## config.mk

```make
export PLATFORM = sky130hd
export DESIGN_NAME = utf8_utf16_transcoder
export DESIGN_NICKNAME = d
export VERILOG_FILES = /design/src/rtl/utf_tc_pkg.sv /design/src/rtl/utf8_utf16_transcoder.sv
export VERILOG_INCLUDE_DIRS = /design/src /design/src/rtl
export SDC_FILE = /design/constraint.sdc
export NUM_CORES = 1
export LEC_CHECK = 0
export BUFFER_PORTS_ARGS = -buffer_cell sky130_fd_sc_hd__buf_2
export CORE_MARGIN = 3
export CORE_UTILIZATION = 55
export CTS_BUF_LIST = sky130_fd_sc_hd__clkbuf_4 sky130_fd_sc_hd__clkbuf_8 sky130_fd_sc_hd__clkbuf_16
export DETAILED_ROUTE_END_ITERATION = 7
export PLACE_DENSITY = 0.87
export SETUP_SLACK_MARGIN = 0.1
export SLEW_MARGIN = 5
export SYNTH_ARGS = -nofsm -noshare
export SYNTH_HDL_FRONTEND = slang
export SYNTH_SLANG_ARGS = --single-unit
```

## constraint.sdc

```tcl
create_clock -name clk -period 3.1 [get_ports clk]
set_input_delay 0.155 -clock clk [delete_from_list [all_inputs] [get_ports clk]]
set_output_delay 0.155 -clock clk [all_outputs]
set_load 0.1 [all_outputs]
```

## src/rtl/utf8_utf16_transcoder_assert.svh

```systemverilog
// ----------------------------------------------------------------------------
// UTF-8 / UTF-16 transcoder assertion macros
// Concurrent assertion wrappers sampled on the rising clock edge and
// disabled while the asynchronous reset is asserted.
// ----------------------------------------------------------------------------
`ifndef UTF8_UTF16_TRANSCODER_ASSERT_SVH
`define UTF8_UTF16_TRANSCODER_ASSERT_SVH

`ifndef ASSERT_OFF

// Condition that must hold at every clock edge out of reset.
`define UTC_ASSERT(lbl, clk_s, rst_n_s, expr) \
	lbl: assert property (@(posedge clk_s) disable iff (!rst_n_s) (expr)) \
		else $error("transcoder assertion failed");

// Implication whose consequent is checked in the cycle after the antecedent.
`define UTC_ASSERT_NEXT(lbl, clk_s, rst_n_s, ante, cons) \
	lbl: assert property (@(posedge clk_s) disable iff (!rst_n_s) (ante) |=> (cons)) \
		else $error("transcoder assertion failed");

`else

`define UTC_ASSERT(lbl, clk_s, rst_n_s, expr)
`define UTC_ASSERT_NEXT(lbl, clk_s, rst_n_s, ante, cons)

`endif

`endif

```

## src/rtl/utf_tc_pkg.sv

```systemverilog
// ----------------------------------------------------------------------------
// UTF-8 / UTF-16 transcoder package
// Result and stream state types, result kinds, register indexes and the
// UTF-8 byte encoder shared by the transcoder logic.
// ----------------------------------------------------------------------------
`default_nettype none

package utf_tc_pkg;

	// Result kinds.
	localparam logic [1:0] KIND_DATA    = 2'd0;
	localparam logic [1:0] KIND_DONE    = 2'd1;
	localparam logic [1:0] KIND_INVALID = 2'd2;
	localparam logic [1:0] KIND_ASCII   = 2'd3;

	// Configuration register indexes.
	localparam logic REG_DIRECTION = 1'b0;
	localparam logic REG_BOM       = 1'b1;

	// Direction codes.
	localparam logic DIR_ENCODE = 1'b0;

	// Maximum number of results one input word can produce.
	localparam int MAX_RESULTS = 4;
	localparam int CNT_W       = $clog2(MAX_RESULTS + 1);
	localparam int IDX_W       = $clog2(MAX_RESULTS);

	// Code point constants.
	localparam logic [20:0] CP_SUPP_BASE = 21'h10000;
	localparam logic [15:0] HI_SURR_MIN  = 16'hd800;
	localparam logic [15:0] HI_SURR_MAX  = 16'hdbff;
	localparam logic [15:0] LO_SURR_BASE = 16'hdc00;
	localparam logic [15:0] BOM_UNIT     = 16'hfeff;

	typedef struct packed {
		logic [15:0] out_unit;
		logic [1:0]  kind;
		logic        last;
	} result_t;

	typedef struct packed {
		logic        started;
		logic [1:0]  bytes_pending;
		logic [20:0] code_accum;
		logic [9:0]  high_half;
		logic        high_waiting;
		logic        saw_multibyte;
		logic        first_sequence;
		logic        error_latched;
	} stream_t;

	localparam stream_t STREAM_CLEAR = '{
		started:        1'b0,
		bytes_pending:  2'd0,
		code_accum:     21'd0,
		high_half:      10'd0,
		high_waiting:   1'b0,
		saw_multibyte:  1'b0,
		first_sequence: 1'b1,
		error_latched:  1'b0
	};

	typedef struct packed {
		logic [CNT_W-1:0]  count;
		logic [3:0][7:0]   bytes;
	} enc_t;

	// Split one code point into its UTF-8 byte sequence.
	function automatic enc_t utf8_encode(input logic [20:0] cp);
		enc_t e;
		e = '0;
		if (cp >= 21'h10000) begin
			e.count    = CNT_W'(4);
			e.bytes[0] = 8'hf0 | {5'b0, cp[20:18]};
			e.bytes[1] = 8'h80 | {2'b0, cp[17:12]};
			e.bytes[2] = 8'h80 | {2'b0, cp[11:6]};
			e.bytes[3] = 8'h80 | {2'b0, cp[5:0]};
		end else if (cp >= 21'h00800) begin
			e.count    = CNT_W'(3);
			e.bytes[0] = 8'he0 | {4'b0, cp[15:12]};
			e.bytes[1] = 8'h80 | {2'b0, cp[11:6]};
			e.bytes[2] = 8'h80 | {2'b0, cp[5:0]};
		end else if (cp >= 21'h00080) begin
			e.count    = CNT_W'(2);
			e.bytes[0] = 8'hc0 | {3'b0, cp[10:6]};
			e.bytes[1] = 8'h80 | {2'b0, cp[5:0]};
		end else begin
			e.count    = CNT_W'(1);
			e.bytes[0] = cp[7:0];
		end
		return e;
	endfunction

endpackage

`default_nettype wire

```

## src/rtl/utf8_utf16_transcoder.sv

```systemverilog
// ----------------------------------------------------------------------------
// UTF-8 / UTF-16 streaming transcoder
// Words pass through the input register and then the result register.
// Throughput: one word per cycle while each word yields at most one result
// and the output does not stall; a word with more results holds the result
// register; it drains one entry per unstalled cycle and refills as it empties.
// Reset clears the stream state and selects decode with BOM handling enabled.
// ----------------------------------------------------------------------------
`default_nettype none

`include "utf8_utf16_transcoder_assert.svh"

module utf8_utf16_transcoder
	import utf_tc_pkg::*;
(
	input  wire logic        clk,
	input  wire logic        arst_n,
	// Input channel.
	input  wire logic        in_valid,
	output logic             in_stall,
	input  wire logic [15:0] code_unit,
	// Output channel.
	output logic             out_valid,
	input  wire logic        out_stall,
	output logic [15:0]      out_unit,
	output logic [1:0]       kind,
	output logic             last,
	// Configuration write port.
	input  wire logic        wr_en,
	input  wire logic        wr_index,
	input  wire logic        wr_data
);

	logic             direction_q;
	logic             bom_enable_q;
	stream_t          st_q;
	stream_t          st_nxt;

	logic             valid_s1;
	logic [15:0]      unit_s1;

	result_t          obuf_q [MAX_RESULTS];
	logic [CNT_W-1:0] cnt_q;
	logic [IDX_W-1:0] rd_q;

	result_t          res [MAX_RESULTS];
	logic [CNT_W-1:0] res_n;

	logic             in_take;
	logic             out_take;
	logic             buf_free;
	logic             proc;

	enc_t             enc;
	logic [20:0]      enc_cp;
	logic             enc_go;
	logic [20:0]      accum_new;
	logic [9:0]       half_new;
	logic [1:0]       pend_new;
	logic [20:0]      supp_off;
	logic [7:0]       byte_in;

	// Handshake and flow control.
	assign in_take  = in_valid && !in_stall;
	assign out_take = out_valid && !out_stall;
	assign buf_free = (cnt_q == '0) || ((cnt_q == CNT_W'(1)) && !out_stall);
	assign proc     = valid_s1 && buf_free;
	assign in_stall = valid_s1 && !buf_free;

	assign byte_in   = unit_s1[7:0];
	assign accum_new = {st_q.code_accum[14:0], byte_in[5:0]};
	assign half_new  = st_q.high_half | ((byte_in[7:6] != 2'b10) ? 10'd4 : 10'd0);
	assign pend_new  = st_q.bytes_pending - 2'd1;
	assign supp_off  = accum_new - CP_SUPP_BASE;
	assign enc       = utf8_encode(enc_cp);

	// Next stream state and the results of the word in the input register.
	always_comb begin
		st_nxt = st_q;
		res_n  = '0;
		enc_cp = '0;
		enc_go = 1'b0;
		for (int i = 0; i < MAX_RESULTS; i++) begin
			res[i] = '{out_unit: 16'd0, kind: KIND_DATA, last: 1'b0};
		end

		if (direction_q == DIR_ENCODE) begin
			if (!st_q.started) begin
				// Stream start: the UTF-8 BOM replaces the first word.
				st_nxt.started  = 1'b1;
				res[0].out_unit = 16'h00ef;
				res[1].out_unit = 16'h00bb;
				res[2].out_unit = 16'h00bf;
				res_n           = CNT_W'(3);
				if (unit_s1 == 16'd0) begin
					res[3] = '{out_unit: 16'd0, kind: KIND_DONE, last: 1'b1};
					res_n  = CNT_W'(4);
					st_nxt = STREAM_CLEAR;
				end
			end else if (unit_s1 == 16'd0) begin
				res[0] = '{out_unit: 16'd0, kind: KIND_DONE, last: 1'b1};
				res_n  = CNT_W'(1);
				st_nxt = STREAM_CLEAR;
			end else if (st_q.high_waiting) begin
				// Join the held high half with this word as the low half.
				enc_cp              = CP_SUPP_BASE + {1'b0, st_q.high_half, unit_s1[9:0]};
				enc_go              = 1'b1;
				st_nxt.high_waiting = 1'b0;
				st_nxt.high_half    = '0;
			end else if ((unit_s1 >= HI_SURR_MIN) && (unit_s1 <= HI_SURR_MAX)) begin
				st_nxt.high_half    = unit_s1[9:0];
				st_nxt.high_waiting = 1'b1;
			end else begin
				enc_cp = {5'b0, unit_s1};
				enc_go = 1'b1;
			end
			if (enc_go) begin
				for (int i = 0; i < MAX_RESULTS; i++) begin
					res[i].out_unit = {8'h00, enc.bytes[i]};
				end
				res_n = enc.count;
			end
		end else begin
			// Decode: the UTF-16 BOM opens the stream when enabled.
			if (!st_q.started) begin
				st_nxt.started = 1'b1;
				if (bom_enable_q) begin
					res[0].out_unit = BOM_UNIT;
					res_n           = CNT_W'(1);
				end
			end

			if (st_q.error_latched) begin
				if (byte_in == 8'd0) begin
					res[res_n[IDX_W-1:0]] = '{out_unit: 16'd0, kind: KIND_INVALID, last: 1'b1};
					res_n  = res_n + CNT_W'(1);
					st_nxt = STREAM_CLEAR;
				end
			end else if (st_q.bytes_pending != 2'd0) begin
				if (byte_in == 8'd0) begin
					res[res_n[IDX_W-1:0]] = '{out_unit: 16'd0, kind: KIND_INVALID, last: 1'b1};
					res_n  = res_n + CNT_W'(1);
					st_nxt = STREAM_CLEAR;
				end else if (pend_new != 2'd0) begin
					st_nxt.code_accum    = accum_new;
					st_nxt.high_half     = half_new;
					st_nxt.bytes_pending = pend_new;
				end else begin
					// Sequence complete: drop a leading BOM, else emit one or two units.
					st_nxt.bytes_pending  = 2'd0;
					st_nxt.first_sequence = 1'b0;
					st_nxt.high_half      = '0;
					st_nxt.code_accum     = '0;
					if ((half_new[1:0] == 2'd3) && st_q.first_sequence && bom_enable_q
						&& (accum_new == {5'b0, BOM_UNIT}) && !half_new[2]) begin
						res_n = res_n;
					end else if (half_new[1:0] == 2'd0) begin
						res[res_n[IDX_W-1:0]].out_unit = HI_SURR_MIN + {6'b0, supp_off[19:10]};
						res[IDX_W'(res_n + CNT_W'(1))].out_unit =
							LO_SURR_BASE + {6'b0, supp_off[9:0]};
						res_n = res_n + CNT_W'(2);
					end else begin
						res[res_n[IDX_W-1:0]].out_unit = accum_new[15:0];
						res_n = res_n + CNT_W'(1);
					end
				end
			end else if (byte_in == 8'd0) begin
				res[res_n[IDX_W-1:0]] = '{out_unit: 16'd0,
					kind: (bom_enable_q && !st_q.saw_multibyte) ? KIND_ASCII : KIND_DONE,
					last: 1'b1};
				res_n  = res_n + CNT_W'(1);
				st_nxt = STREAM_CLEAR;
			end else begin
				// Lead byte classification.
				priority if (byte_in >= 8'hfe) begin
					st_nxt.error_latched = 1'b1;
				end else if (byte_in >= 8'hf0) begin
					st_nxt.code_accum    = {18'b0, byte_in[2:0]};
					st_nxt.bytes_pending = 2'd3;
					st_nxt.high_half     = 10'd0;
					st_nxt.saw_multibyte = 1'b1;
				end else if (byte_in >= 8'he0) begin
					st_nxt.code_accum    = {17'b0, byte_in[3:0]};
					st_nxt.bytes_pending = 2'd2;
					st_nxt.high_half     = 10'd3;
					st_nxt.saw_multibyte = 1'b1;
				end else if (byte_in >= 8'hc0) begin
					st_nxt.code_accum    = {16'b0, byte_in[4:0]};
					st_nxt.bytes_pending = 2'd1;
					st_nxt.high_half     = 10'd2;
					st_nxt.saw_multibyte = 1'b1;
				end else if (byte_in >= 8'h80) begin
					st_nxt.error_latched = 1'b1;
				end else begin
					res[res_n[IDX_W-1:0]].out_unit = {8'h00, byte_in};
					res_n                 = res_n + CNT_W'(1);
					st_nxt.first_sequence = 1'b0;
				end
			end
		end
	end

	// Configuration registers and stream state.
	always_ff @(posedge clk or negedge arst_n) begin
		if (!arst_n) begin
			direction_q  <= 1'b1;
			bom_enable_q <= 1'b1;
			st_q         <= STREAM_CLEAR;
		end else if (wr_en) begin
			unique case (wr_index)
				REG_DIRECTION: direction_q  <= wr_data;
				REG_BOM:       bom_enable_q <= wr_data;
				default:       direction_q  <= direction_q;
			endcase
			st_q <= STREAM_CLEAR;
		end else if (proc) begin
			st_q <= st_nxt;
		end
	end

	// Input register valid flag.
	always_ff @(posedge clk or negedge arst_n) begin
		if (!arst_n) begin
			valid_s1 <= 1'b0;
		end else if (in_take) begin
			valid_s1 <= 1'b1;
		end else if (proc) begin
			valid_s1 <= 1'b0;
		end
	end

	// Input register payload.
	always_ff @(posedge clk) begin
		if (in_take) begin
			unit_s1 <= code_unit;
		end
	end

	// Result register control: load a full word's results, drain one per unstalled cycle.
	always_ff @(posedge clk or negedge arst_n) begin
		if (!arst_n) begin
			cnt_q <= '0;
			rd_q  <= '0;
		end else if (proc) begin
			cnt_q <= res_n;
			rd_q  <= '0;
		end else if (out_take) begin
			cnt_q <= cnt_q - CNT_W'(1);
			rd_q  <= rd_q + IDX_W'(1);
		end
	end

	// Result register payload.
	always_ff @(posedge clk) begin
		if (proc) begin
			for (int i = 0; i < MAX_RESULTS; i++) begin
				obuf_q[i] <= res[i];
			end
		end
	end

	assign out_valid = (cnt_q != '0);
	assign out_unit  = obuf_q[rd_q].out_unit;
	assign kind      = obuf_q[rd_q].kind;
	assign last      = obuf_q[rd_q].last;

	// Assertions.
	`UTC_ASSERT(a_cnt_range, clk, arst_n, cnt_q <= CNT_W'(MAX_RESULTS))
	`UTC_ASSERT(a_load_drained, clk, arst_n, !proc || (cnt_q == '0) || ((cnt_q == CNT_W'(1)) && out_take))
	`UTC_ASSERT(a_last_final, clk, arst_n, !(out_valid && last) || (cnt_q == CNT_W'(1)))
	`UTC_ASSERT(a_empty_ready, clk, arst_n, valid_s1 || !in_stall)
	`UTC_ASSERT_NEXT(a_cfg_clears, clk, arst_n, wr_en, !st_q.started && st_q.first_sequence)

endmodule

`default_nettype wire
```

# Word level (Yosys, flattened, before mapping)
# Memories as Yosys holds them, arrays and structs flattened.
# Cells that the tools add are included.
[totals]
ram_bits = 76
wordCells = 228
input_bits = 23
memories = 1
register_bits = 56
output_inout_bits = 21
[classes]
bitwise_logic = 6
order_cmp = 14
reduce_logical = 40
muxes = 128
n_addsub = 9
n_eq_ne = 16
[memory_table]
columns = ["memory", "depth", "width", "rd", "rd_clocked_by_memory_dff", "write_ports", "line_no", "text"]
rows = [
  ["obuf_q", 4, 19, 1, 0, 4, "utf8_utf16_transcoder.sv:42", "result_t obuf_q [MAX_RESULTS];"],
]
[ops]
columns = ["operator", "count"]
rows = [
  ["$mux 76", 13],
  ["$bwmux 76", 5],
  ["$mux 38", 7],
  ["$mux 33", 7],
  ["$mux 16", 11],
  ["$demux 19 s2", 3],
  ["$mux 21", 4],
  ["$mux 3", 28],
  ["$mux 19", 4],
  ["$and 68x68->68", 1],
  ["$not 68->68", 1],
  ["$mux 24", 2],
  ["$mux 8", 6],
  ["$ge 8x8->1 const B", 5],
  ["$mux 37", 1],
  ["$mux 35", 1],
  ["$mux 11", 3],
  ["$add 15x11->16 const A", 2],
  ["$ne 5x5->1 const B", 5],
  ["$mux 1", 22],
  ["$mux 2", 11],
  ["$add 17x20->21 const A", 1],
  ["$eq 21x16->1 const B", 1],
  ["$ge 21x12->1 const B", 1],
  ["40 further kinds", 68],
]

# Logic depth before layout (Yosys ltp)
[logic_depth]
ltp_word = 18
depth_mapped = 11
mapped_depth_nobuf = 10

# Worst setup path before layout
# Ideal clock, no wire load.
[synth_timing]
path_type = "register -> register"
from = "register cnt_q[0]"
to = "register st_q[4] in the netlist's numbering"
arrival_time_ps = 3292
path_buffers = 1
path_stages_with_launch = 12
slack_ps = -317
t_required_ps = 2975
synth_period_minus_slack_ps = 3417
cell_sequence = "dfrtp_1 inv_1 ha_1 inv_1 a21oi_1 nand2_1 clkinv_1 o221ai_1 nor3_2 nand2b_1 buf_4 mux2_4"
[synth_between]
elab_chain_len = 6
word_cells_on_any_way = 7
cone_classes = "eq/ne: 1; reduce/logical: 6"
[synth_lines]
columns = ["element", "line_no", "text"]
rows = [
  ["start: declaration", "utf8_utf16_transcoder.sv:43", "logic [CNT_W-1:0] cnt_q;"],
  ["start signal: assignment", "utf8_utf16_transcoder.sv:245", "cnt_q <= res_n;"],
  ["start signal: assignment", "utf8_utf16_transcoder.sv:248", "cnt_q <= cnt_q - CNT_W'(1);"],
  ["$eq 3x1->1", "utf8_utf16_transcoder.sv:66", "assign buf_free = (cnt_q == '0) || ((cnt_q == CNT_W'(1)) && !out_stall);"],
  ["$logic_and 1x1->1", "utf8_utf16_transcoder.sv:66", ""],
  ["$logic_or 1x1->1 *", "utf8_utf16_transcoder.sv:66", ""],
  ["$logic_and 1x1->1 *", "utf8_utf16_transcoder.sv:67", "assign proc = valid_s1 && buf_free;"],
  ["via proc", "utf8_utf16_transcoder.sv:52", "logic proc;"],
  ["$reduce_bool 2->1 (no source line) *", "-", ""],
  ["$reduce_and 6->1 (no source line) *", "-", ""],
  ["end signal: assignment", "utf8_utf16_transcoder.sv:217", "st_q <= st_nxt;"],
  ["end: declaration", "utf8_utf16_transcoder.sv:36", "stream_t st_q;"],
]
# The timed path passes the listed nets; every way through them passes the cells marked *.
# A chain may end at the register's enable or synchronous reset.

==> results.md <==
* Status: finished, final reports clean
* Post-Synthesis Cells at 696
* Reg2Reg Setup Slack at 310 ps
* Post-Route WL at between 20000 and 25000 µm
* DRC Markers at 0
* N_diodes at 0
* Hold WC Path Type: input port to register
* Post-CTS setup buffers at 0
* Port Buf Inserts at between 40 and 50
* Die X at around 120 µm
* Worst reg2reg path startpoint: unit_s1[6]
* Worst slew margin at between 30% and 40%
* Worst-margin pin slew at 994 ps
* Total Routing Usage GR at approximately 34%
* Routed vias at ~6100
* Ys async rst share at between 30% and 40%
* Die H at 117 µm
* Syn Nets at 736
* Overflow after GRT at 0
* Layout Nets at approximately 820
* Antenna-violating nets left at 0
* CTS tree: done
* Fmax at roughly 360 MHz
* Number of synthesized register bits at 113
* Worst EP required at 3290 ps
* Layout overhead on the synthesized area at 19.4%
* IO Count at 44
* Final setup fails at 0
* Setup tns final at 0 ps
* Tmin final at about 2800 ps
* Final Hold Fails at 0
* Hpwl dp at around 15000 µm
* Synthesized area per cell at between 9 and 10 µm²
* Filler cells at between 800 and 900
* Commonest non-fill, non-tap cell in the layout: nand2_1
* Reg clk slew, reported paths at 50 ps
* Peak VDD IR at 0.694 mV
* CP arrival at slightly below 3000 ps
* Initial antenna violation count at 0
* Startpoint types: register
* Yosys warning total at 0
* Sequential fraction of the synthesis area at a little under half
* Worst Min Path Start: wr_index
* Gpl congestion at approximately 0.98
* Clock Skew at approximately 7.3 ps
* CTS root buf: clkbuf_16
* Final Core Density at a little under 70%
* TritonCTS sink count at between 100 and 150
* Largest net degree at the start of global routing at 62
* Max_cap viols at 0
* Fraction of layout instances using a drive strength above 1 at between 10% and 20%
* RSZ-0062 raised after global routing: false
* Worst setup path start: unit_s1[6]
* CP max FO at 11
* Via/cell ratio at 6.55
* WL per Instance at around 23 µm
* Crit share post-route at about nine tenths
* Initial Utilization at between 50% and 60%
* CP Capture Type: register
* Clk_lat worst skew at 420 ps
* Pwr per Cell Area at roughly 1000 mW/mm²
* DR pass1 iterations at 5
* DRT iter0 DRCs at roughly 670
* CTS Buf Count at 17
* Vias in the first global route at roughly 6000
* Die area at ~0.014 mm²
* Max Slew Vio Count at 0
* Leak pwr at ~0.0032 µW
* Kind of critical path: register to register
* # rows at 39
* Distinct cells, synth at between 80 and 90
* CTS Buffer Depth at 2
* Synth Flop Type: edfxtp_1
* Most frequent cells in the layout: nand2_1 (93), edfxtp_1 (73), nor2_1 (56)
* First-pass GRT wire length at 33900 µm
* Core area at 0.0117 mm²
* Number of H-tree levels at 4
* Mapped cell area at 0.00675 mm²
* Number of enable flip-flop cells after synthesis at between 70 and 80
[routing by layer]
metal  routed length [µm]  track usage [%]
met1                 8990             46.3
met2                10200             54.1
met3                 1830             5.65
met4                  581             12.5
met5                    0                0
[what timing repair did]
action,CTS,global route
gates resized for setup,0,1
endpoints found under the hold margin,56,0
hold buffers,20,0
endpoints found under the setup margin,0,1
[Yosys cell counts (12+ instances only)]
cell,n,area [µm²]
a21oi_1,48,240
and2_1,12,75.1
clkbuf_1,30,113
dfrtp_1,37,926
edfxtp_1,73,2190
ha_1,17,213
inv_1,28,105
mux2i_1,19,190
nand2_1,93,349
nand2b_1,12,75.1
nand3_1,15,75.1
nor2_1,56,210
nor3_1,13,65.1
o21ai_0,42,210
o21ai_1,16,80.1
[registers in the layout (all words and copies together), names as in the netlist]
signal,count
obuf_q,57
bom_enable_q,1
st_q,17
accum_new,15
unit_s1,16
rd_q,2
cnt_q,3
direction_q,1
valid_s1,1
[final timing paths]
kind | cells past startpoint | to
max | 8 | obuf_q[1][8]
min | 3 | bom_enable_q
max reg2reg | 8 | obuf_q[1][8]
min reg2reg | 2 | st_q[1]
max in group asynchronous | 2 | accum_new[14]
min in group asynchronous | 2 | st_q[13]
[critical path, cell delays in order, from the launching register on]
cell      delay (ps)
edfxtp_1         620
nor4_4           120
nand4_2          140
buf_4            190
inv_2            130
nor4_2           620
and3_1           280
a31oi_1           90
o311ai_1         360
[where the power goes]
group	internal, µW	total, µW	leakage (µW)	switching (µW)
Sequential	2130	2510	0.00120	375
Clock	1110	1790	0.000264	677
Combinational	1020	4000	0.00172	2980
Total	4260	8290	0.00319	4030
[cell type report]
cell class / instances / area (µm²) / area share [%]
well taps: 143 / 179 / 2.22
clock inverters: 12 / 93.8 / 1.16
flip-flops and latches: 113 / 3200 / 39.7
repair buffers: 108 / 766 / 9.50
multi-input cells: 505 / 3250 / 40.3
inverters: 33 / 125 / 1.55
clock buffers: 19 / 447 / 5.54
[logic make-up after synthesis]
kind of cell | after synthesis | share of synthesized area (%)
buffers and inverters | 78 | 4.62
flip-flops | 113 | 47.4
AND/OR/NAND/NOR | 260 | 19.5
multiplexers | 32 | 6.27
adder cells (fa/ha/maj) | 17 | 3.15
AO/OA/AOI/OAI | 192 | 18.6
XOR/XNOR | 4 | 0.519
[metrics by stage]
stage | power, µW | hold WS, ps | std cells | instance area (µm²) | worst slack, ps
floorplan | 5410 | -141 | 696 | 6750 | -200
global placement | 6350 | 331 | 882 | 7310 | 287
detailed placement | 6430 | 333 | 882 | 7310 | 327
CTS | 8230 | 77.7 | 933 | 8050 | 313
global route | 8640 | 115 | 933 | 8060 | 147
finish | 8290 | 104 | 933 | 8060 | 305
Note: power is estimated with default switching activity, not from simulation.
